[src/hdl/psav_pkg.sv]
package psav_pkg;

	localparam int VOICE_COUNT      = 5;
	localparam int SAMPLE_RATE_HZ   = 48000;
	localparam int SINE_TABLE_DEPTH = 1024;

	localparam int VOICE_W = (VOICE_COUNT > 1) ? $clog2(VOICE_COUNT) : 1;
	localparam int SINE_IW = $clog2(SINE_TABLE_DEPTH);

	// envelope divider: numerator, divisor, quotient
	localparam int DIV_NUM_W = 36;
	localparam int DIV_DEN_W = 20;
	localparam int DIV_Q_W   = 16;

	// mixer widths
	localparam int P1_W  = 34;
	localparam int P2_W  = P1_W + 17;
	localparam int G_W   = P2_W - 12;
	localparam int PAN_W = G_W + 17;
	localparam int SUM_W = PAN_W + VOICE_W;
	localparam int RND_W = SUM_W - 23;

	typedef enum logic [1:0] {
		OP_TICK     = 2'd0,
		OP_NOTE_ON  = 2'd1,
		OP_NOTE_OFF = 2'd2,
		OP_UNUSED   = 2'd3
	} op_t;

	typedef enum logic [1:0] {
		ENV_ATTACK  = 2'd0,
		ENV_DECAY   = 2'd1,
		ENV_SUSTAIN = 2'd2,
		ENV_RELEASE = 2'd3
	} env_stage_t;

	localparam logic [2:0] REG_GAIN      = 3'd0;
	localparam logic [2:0] REG_PAN_LEFT  = 3'd1;
	localparam logic [2:0] REG_PAN_RIGHT = 3'd2;
	localparam logic [2:0] REG_PEAK      = 3'd3;
	localparam logic [2:0] REG_SUSTAIN   = 3'd4;
	localparam logic [2:0] REG_ATTACK    = 3'd5;
	localparam logic [2:0] REG_DECAY     = 3'd6;
	localparam logic [2:0] REG_RELEASE   = 3'd7;

	typedef struct packed {
		logic [1:0] op;
		logic [6:0] key;
		logic [6:0] velocity;
	} in_item_t;

	typedef struct packed {
		logic signed [23:0] left_sample;
		logic signed [23:0] right_sample;
	} out_item_t;

	typedef enum logic [3:0] {
		ST_IDLE,
		ST_DISP,
		ST_VSEL,
		ST_VREAD,
		ST_DIV_GO,
		ST_DIV_WAIT,
		ST_ENV,
		ST_MUL,
		ST_PAN,
		ST_ACC,
		ST_FIN
	} ctrl_state_t;

	typedef enum logic [3:0] {
		CMD_NONE,
		CMD_EVENT,
		CMD_CLEAR,
		CMD_NEXT,
		CMD_READ,
		CMD_DIV,
		CMD_ENV,
		CMD_MUL,
		CMD_PAN,
		CMD_ACC,
		CMD_OUT
	} dp_cmd_t;

	typedef struct packed {
		dp_cmd_t cmd;
		logic    take;
	} dp_ctl_t;

	typedef struct packed {
		logic [1:0] op;
		logic       cur_active;
		logic       last_voice;
		logic       use_div;
		logic       div_busy;
		logic       out_full;
	} dp_stat_t;

	localparam longint unsigned HALF_PI_Q30 = 64'd1686629713;

	// keys 116..127, Q16.16 Hz
	localparam longint unsigned TOP_OCTAVE [0:11] = '{
		64'd435478539, 64'd461373440, 64'd488808132, 64'd517874176,
		64'd548668578, 64'd581294109, 64'd615859655, 64'd652480576,
		64'd691279090, 64'd732384684, 64'd775934544, 64'd822074013
	};

	typedef logic [15:0] sine_rom_t [0:SINE_TABLE_DEPTH];
	typedef logic [31:0] step_tab_t [0:127];

	// quarter-wave sine, Q1.15, taylor series to x^13
	function automatic sine_rom_t build_sine();
		sine_rom_t       t;
		longint unsigned x;
		longint unsigned x2;
		longint unsigned term;
		longint          sum;
		longint          q;
		for (int i = 0; i <= SINE_TABLE_DEPTH; i++) begin
			x = (HALF_PI_Q30 * 64'(i)) / SINE_TABLE_DEPTH;
			x2 = (x * x) >> 30;
			term = x;
			sum = longint'(x);
			for (int n = 1; n <= 6; n++) begin
				term = ((term * x2) >> 30) / 64'((2 * n) * (2 * n + 1));
				if ((n % 2) == 1)
					sum = sum - longint'(term);
				else
					sum = sum + longint'(term);
			end
			if (sum < 0)
				sum = 0;
			q = (sum + 64'sd16384) >>> 15;
			if (q > 32767)
				q = 32767;
			t[i] = 16'(q);
		end
		return t;
	endfunction

	// phase increment per key, rounded
	function automatic step_tab_t build_steps();
		step_tab_t       t;
		int              d;
		int              oct;
		longint unsigned num;
		for (int k = 0; k < 128; k++) begin
			d = 127 - k;
			oct = d / 12;
			num = (TOP_OCTAVE[11 - (d % 12)] << 16) >> oct;
			t[k] = 32'((num + SAMPLE_RATE_HZ / 2) / SAMPLE_RATE_HZ);
		end
		return t;
	endfunction

	localparam sine_rom_t SINE_ROM = build_sine();
	localparam step_tab_t STEP_TAB = build_steps();

endpackage

[src/hdl/psav_ctrl.sv]
module psav_ctrl
	import psav_pkg::*;
(
	input  logic     clk,
	input  logic     arst_n,
	input  logic     in_valid,
	output logic     in_ready,
	output dp_ctl_t  ctl,
	input  dp_stat_t stat
);

	ctrl_state_t state_q, state_d;

	always_ff @(posedge clk or negedge arst_n) begin
		if (!arst_n)
			state_q <= ST_IDLE;
		else
			state_q <= state_d;
	end

	always_comb begin
		state_d  = state_q;
		ctl.cmd  = CMD_NONE;
		in_ready = 1'b0;
		ctl.take = 1'b0;
		case (state_q)
			ST_IDLE: begin
				in_ready = 1'b1;
				ctl.take = in_valid;
				if (in_valid)
					state_d = ST_DISP;
			end
			ST_DISP: begin
				case (stat.op)
					OP_TICK: begin
						ctl.cmd = CMD_CLEAR;
						state_d = ST_VSEL;
					end
					OP_NOTE_ON, OP_NOTE_OFF: begin
						ctl.cmd = CMD_EVENT;
						state_d = ST_IDLE;
					end
					default: state_d = ST_IDLE;
				endcase
			end
			ST_VSEL: begin
				if (stat.cur_active) begin
					state_d = ST_VREAD;
				end else if (stat.last_voice) begin
					state_d = ST_FIN;
				end else begin
					ctl.cmd = CMD_NEXT;
				end
			end
			ST_VREAD: begin
				ctl.cmd = CMD_READ;
				state_d = ST_DIV_GO;
			end
			ST_DIV_GO: begin
				if (stat.use_div) begin
					ctl.cmd = CMD_DIV;
					state_d = ST_DIV_WAIT;
				end else begin
					state_d = ST_ENV;
				end
			end
			ST_DIV_WAIT: begin
				if (!stat.div_busy)
					state_d = ST_ENV;
			end
			ST_ENV: begin
				ctl.cmd = CMD_ENV;
				state_d = ST_MUL;
			end
			ST_MUL: begin
				ctl.cmd = CMD_MUL;
				state_d = ST_PAN;
			end
			ST_PAN: begin
				ctl.cmd = CMD_PAN;
				state_d = ST_ACC;
			end
			ST_ACC: begin
				ctl.cmd = CMD_ACC;
				state_d = stat.last_voice ? ST_FIN : ST_VSEL;
			end
			ST_FIN: begin
				if (!stat.out_full) begin
					ctl.cmd = CMD_OUT;
					state_d = ST_IDLE;
				end
			end
			default: state_d = ST_IDLE;
		endcase
	end

endmodule

[config.mk]
export PLATFORM = sky130hd
export DESIGN_NAME = psav_ctrl
export DESIGN_NICKNAME = d
export VERILOG_FILES = /design/src/hdl/psav_pkg.sv /design/src/hdl/psav_ctrl.sv
export SDC_FILE = /design/constraint.sdc
export NUM_CORES = 1
export LEC_CHECK = 0
export ABC_AREA = 1
export BUFFER_PORTS_ARGS = -buffer_cell sky130_fd_sc_hd__buf_2
export CAP_MARGIN = 20
export CORE_AREA = 4 4 41 43
export DETAILED_ROUTE_END_ITERATION = 7
export DIE_AREA = 0 0 45 47
export PLACE_DENSITY = 0.62
export RECOVER_POWER = 100
export SLEW_MARGIN = 20
export SYNTH_ARGS = -nofsm -noshare
export SYNTH_HDL_FRONTEND = slang
export SYNTH_SLANG_ARGS = --single-unit
[constraint.sdc]
create_clock -name clk -period 1.29 [get_ports clk]
set_clock_uncertainty 0.15 [all_clocks]
set_input_delay 0.1935 -clock clk [delete_from_list [all_inputs] [get_ports clk]]
set_output_delay 0.1935 -clock clk [all_outputs]
set_load 0.05 [all_outputs]
==> results of run 1 <==
==> Yosys cell counts (all sizes together) <==
master / n
nand3b: 1
dfrtp: 4
nor2: 12
nand3: 12
o211ai: 2
a21oi: 1
ha: 1
inv: 13
o21ai: 2
nand4: 2
nand2: 22
==> kinds of logic after synthesis <==
logic type,Yosys count,synth area share [%]
AO/OA/AOI/OAI,5,6.91
adder cells (fa/ha/maj),1,2.88
buffers and inverters,13,11.2
flip-flops,4,23.1
AND/OR/NAND/NOR,49,55.9
==> area by class of cell <==
cell class / instances / area (um2)
Clock buffer: 4 / 26.3
Inverter: 13 / 52.6
Fill cell: 104 / 415
Multi-Input combinational cell: 55 / 347
Sequential cell: 4 / 105
Timing Repair Buffer: 40 / 337
Tap cell: 15 / 18.8
==> layer usage <==
layer	routed length [um]	global-route usage (%)	vias up	share of wire [%]
met3	91	3.45	2	5.9
met5	0	0	-	0
met4	16	5.85	0	1.0
met1	631	18.8	280	41
li1	-	-	321	-
met2	811	33.1	27	52
==> power groups by stage <==
stage,clock network [mW],logic [mW],registers (mW)
floorplan,0,1.04,0.295
global placement,0,1.52,0.304
detailed placement,0,1.54,0.305
CTS,0.171,1.86,0.319
global route,0.177,2.30,0.341
finish,0.167,2.13,0.332
==> worst max-delay path: stages, from the launching register on <==
cell and delay [ps]:
dfrtp_2 430, inv_2 130, nand2_2 80, inv_2 90
nand3_1 110, nand4_1 120, buf_6 170
==> repair_timing <==
action,CTS,global route
hold buffers,1,0
cloned,0,0
resized for setup,21,11
buffers inserted,6,4
pin swaps,5,5
endpoints found under the hold margin,4,0
setup endpoints to repair,9,9
==> how the worst max path moves through the flow <==
stage / start / endpoint / slack, ps / cells after the start
finish: state_q[1]$_DFFE_PN0P_ / ctl[2] / -420 / 6
global route: state_q[3]$_DFFE_PN0P_ / ctl[2] / -470 / 4
CTS: state_q[3]$_DFFE_PN0P_ / ctl[1] / -370 / 6
detailed placement: state_q[0]$_DFFE_PN0P_ / ctl[3] / -250 / 4
global placement: state_q[0]$_DFFE_PN0P_ / ctl[1] / -230 / 4
floorplan: state_q[2]$_DFFE_PN0P_ / ctl[1] / -230 / 5
==> layout by cell type, fill, tap and decap left out <==
cell type and n:
ha_1 1, buf_2 8, nand2_1 16, nor2_1 3, buf_12 1, a21oi_1 1, dfrtp_2 4, nand3_2 4
o211ai_1 2, nand3b_1 1, dlygate4sd3_1 1, inv_1 6, nor2_2 4, inv_2 6, nand4_1 2, nand2_4 2
o21ai_2 1, nand3_1 8, nor2_4 5, buf_4 18, clkinvlp_4 1, o21ai_0 1, buf_6 8, nand2_2 4
clkbuf_1 2, buf_8 2, clkbuf_4 4
==> through the flow <==
step                      power, mW  setup WS, ps  hold WS (ps)  utilization (%)
after CTS                      2.35          -374           145             61.8
after floorplan                1.33          -231          -252                -
final                          2.63          -417           170             68.1
after global routing           2.82          -471           192             68.1
after detailed placement       1.84          -255          -147             50.8
after global placement         1.83          -229          -148             50.8
==> impl_metrics.toml, run 1 <==
[synth]
yosys.area.top_type = "dfrtp_1"
synth_area_leaders = "dfrtp_1 (23%), nand2_1 (19%), nand3_1 (12%), inv_1 (7.8%), nor2_2 (5.8%)"
yosys_register_bits = 4
postSynthAreaPerCell_um2 = 6.03
synth_top_area_share_pct = 23.1
ys_types = 15
ys.warnings.count = 0
syn_nets = 83
syn_inst = 72
synth_area_um2 = 434
yosysSeqAreaShare_pct = 23.1

[route]
wirelength_mm = 1.55
vias = 630
drt_first_pass_iters = 4
via_per_inst = 4.81
first_iter_violations = 11
ant_nets = 0
drcViolationCount = 0
drt-wirelength-per-cell_um = 11.8

[timing]
slew_violations = 0
relSlewSlack_pct = 85.8
period_share_pct = 132
setup_viol = 9
fin_ws_ps = -417
hold_viol_final = 0
tightest_slew_ps = 213
rsz0062_at_grt = "true"
setup_tns_ps = -3010
fmax_mhz = 586
period_minus_slack_ps = 1710

[cells_and_area]
post-route-cell-area_um2 = 886
largest_register = "state_q"
fin_cells = 131
largest_reg_flops = 4
layout-drive-gt1-share_pct = 62.1
diodes = 0
nets = 128
top_regs = "state_q x4"
area.growth.synth_to_final_pct = 104

[clock_network]
clk_latency_ps = 230
path_clk_slew_ps = 40
cts_tree = "built"
clock_sinks = 4
cts-buffers-inserted = 3
clockBufferDepth = 2
htreeDepth = 1
cts-root-buf = "clkbuf_4"

[power_and_ir_drop]
p_switching_mw = 1.34
ir_drop_uv = 1550
powerDensity_nw_per_um2 = 2970
p_leak_nw = 0.476
swShare_pct = 51.1
p_seq_share_pct = 12.6
p_clk_share_pct = 6.3
p_int_mw = 1.29
combPwrFrac_pct = 81.0

[setup_path]
path_max_fanout = 4
cp-start-kind = "register"
worstSetupEndpointType = "primary output"
regToRegStartpoint = "state_q[3]$_DFFE_PN0P_"
arrival_ps = 1360
reg2reg_to = "state_q[3]$_DFFE_PN0P_"
worst-setup-path-type = "reg2out"
rrSetupSlack_ps = -280
cp.required_ps = 950
r2r_cells = 8

[grt]
grt_max_degree = 8
antenna_found_initial = 0
grt_overflow = 0
grt_pass1_wl_mm = 2.67
track_usage_pct = 17.3
grt_pass1_vias = 621

[floorplan]
dieArea_um2 = 2120
die_y_um = 47
core_um2 = 1300
floorplan.initialDensity_pct = 33.4
ios = 16
die_w_um = 45
rows = 13

[placement]
io_buffers = 15
place_congestion = 0.854
place_inst = 116
hpwl_mm = 1.17
place_area_um2 = 661

[status]
status = "complete, but fails checks"
violations = "negative setup slack"

[run]
maxCapViolCount = 0

[worst_hold_path]
hp-class = "in2async"
No activity file was read; power rests on OpenSTA's default activity.
==> run 2: changes to the inputs <==
--- a/config.mk
+++ b/config.mk
@@ -11,6 +11,7 @@
 export CORE_AREA = 4 4 41 43
 export DETAILED_ROUTE_END_ITERATION = 7
 export DIE_AREA = 0 0 45 47
+export GPL_TIMING_DRIVEN = 0
 export PLACE_DENSITY = 0.62
 export RECOVER_POWER = 100
 export SLEW_MARGIN = 20
==> impl_metrics.toml, run 2 (synthesis gave the netlist of run 1 again) <==
[power_and_ir_drop]
p_seq_share_pct = 16.2
powerDensity_nw_per_um2 = 2970
p_int_uw = 858
total_power_mw = 2.04
ir_drop_uv = 1940
p_clk_share_pct = 7.6
p_leak_nw = 0.363
combPwrFrac_pct = 76.2
p_switching_mw = 1.19
swShare_pct = 58.0

[route]
ant_nets = 0
drt_first_pass_iters = 4
first_iter_violations = 8
drt-wirelength-per-cell_um = 11.2
wirelength_mm = 1.25
vias = 540
via_per_inst = 4.86
drcViolationCount = 0

[cells_and_area]
layout.cells.most_common = "nand2_1"
top_regs = "state_q x4"
largest_reg_flops = 4
diodes = 0
largest_register = "state_q"
nets = 109
area.growth.synth_to_final_pct = 58.2
final_cell_mix = "nand2_1 (19), nand3_1 (8), buf_2 (8)"
layout-drive-gt1-share_pct = 52.1

[clock_network]
cts_tree = "built"
clock_sinks = 4
htreeDepth = 1
path_clk_slew_ps = 40
clk_latency_ps = 240
cts-buffers-inserted = 3
clockBufferDepth = 2
cts-root-buf = "clkbuf_4"

[worst_hold_path]
hp-class = "in2reg"

[timing]
setup_viol = 9
tightest_slew_ps = 222
slew_violations = 0
relSlewSlack_pct = 85.2
hold_viol_final = 0
fmax_mhz = 589
period_share_pct = 132
rsz0062_at_grt = "true"
period_minus_slack_ps = 1700
fin_ws_ps = -409

[setup_path]
crit_start = "state_q[2]$_DFFE_PN0P_"
endpoint = "ctl[1]"
cp-start-kind = "register"
r2r_cells = 7
reg2reg_to = "state_q[1]$_DFFE_PN0P_"
cp.required_ps = 950
worst-setup-path-type = "reg2out"
worstSetupEndpointType = "primary output"
path_max_fanout = 7
arrival_ps = 1360
rrSetupSlack_ps = -190
regToRegStartpoint = "state_q[2]$_DFFE_PN0P_"

[floorplan]
rows = 13
core_um2 = 1300
ios = 16
dieArea_um2 = 2120
floorplan.initialDensity_pct = 33.4
die_y_um = 47
die_w_um = 45

[grt]
globalRouteMet3Util_pct = 2.30
grt_overflow = 0
grt_pass1_wl_mm = 2.18
grt_pass1_vias = 514
grt_use_met1_pct = 18.2
gr-usage-met2_pct = 22.6
antenna_found_initial = 0
track_usage_pct = 14.0
grt_max_degree = 8
grt-busiest-layer = "met2"

[placement]
io_buffers = 15
place_ws_ps = -281
place_congestion = 0.778
hpwl_um = 969

[status]
violations = "negative setup slack"
status = "complete, but fails checks"

[run]
maxCapViolCount = 0
[run 2: cell types whose count changed in the layout (fill, tap and decap cells not counted), moves of 2 or more]
cell,previous run,this run
buf_6,8,5
buf_8,2,0
nand2_1,16,19
nand2_4,2,0
buf_4,18,6
[run 2: worst max-delay path, stage by stage (launching register included)]
cell and delay [ps]:
dfrtp_2 450, nor2_4 230, nand3_2 140, nand4_1 130, buf_6 170
[run 2: area by class of cell]
type | count | area (um2)
multi-input cells | 55 | 333
flip-flops and latches | 4 | 105
well taps | 15 | 18.8
fillers | 133 | 614
repair buffers | 21 | 155
inverters | 13 | 52.6
clock buffers | 3 | 22.5
[run 2: metrics by stage]
| stage | utilization, % | TNS, ps | hold WS (ps) | instances | instance area, um2 |
|---|---|---|---|---|---|
| global placement | 42.7 | -1570 | -152 | 102 | 556 |
| detailed placement | 42.7 | -1630 | -148 | 102 | 556 |
| CTS | 51.8 | -2880 | 85.0 | 110 | 674 |
| floorplan | - | -837 | -252 | 72 | 462 |
| global route | 52.8 | -3400 | 100 | 111 | 687 |
| finish | 52.8 | -2740 | 89.3 | 111 | 687 |
[run 2: how the worst min path moves through the flow]
stage	cells after the start	slack, ps	startpoint	end
global route	3	100	stat[1]	state_q[0]$_DFFE_PN0P_
finish	3	90	stat[1]	state_q[0]$_DFFE_PN0P_
floorplan	0	-250	arst_n	state_q[0]$_DFFE_PN0P_
CTS	3	90	stat[1]	state_q[0]$_DFFE_PN0P_
detailed placement	1	-150	arst_n	state_q[1]$_DFFE_PN0P_
global placement	1	-150	arst_n	state_q[2]$_DFFE_PN0P_
[run 2: repair_timing]
item | CTS | global route
pin swaps | 4 | 2
endpoints found under the setup margin | 9 | 9
resized for setup | 18 | 2
endpoints found under the hold margin | 4 | 0
hold buffers | 1 | 0
setup buffers | 4 | 1
cloned | 0 | 0
[run 2: power by group through the flow]
stage	Clock (mW)	Sequential [mW]	Combinational (mW)
after floorplan	0	0.295	1.04
after global placement	0	0.322	1.26
after detailed placement	0	0.321	1.26
after CTS	0.160	0.326	1.51
after global routing	0.178	0.341	1.67
final	0.155	0.331	1.56
[run 2: per-layer routing]
metal | wire [um] | vias up | part of all wire, %
met1 | 534 | 242 | 43
li1 | - | 280 | -
met5 | 0 | - | 0
met3 | 72 | 2 | 5.8
met4 | 8 | 0 | 0.64
met2 | 629 | 16 | 51
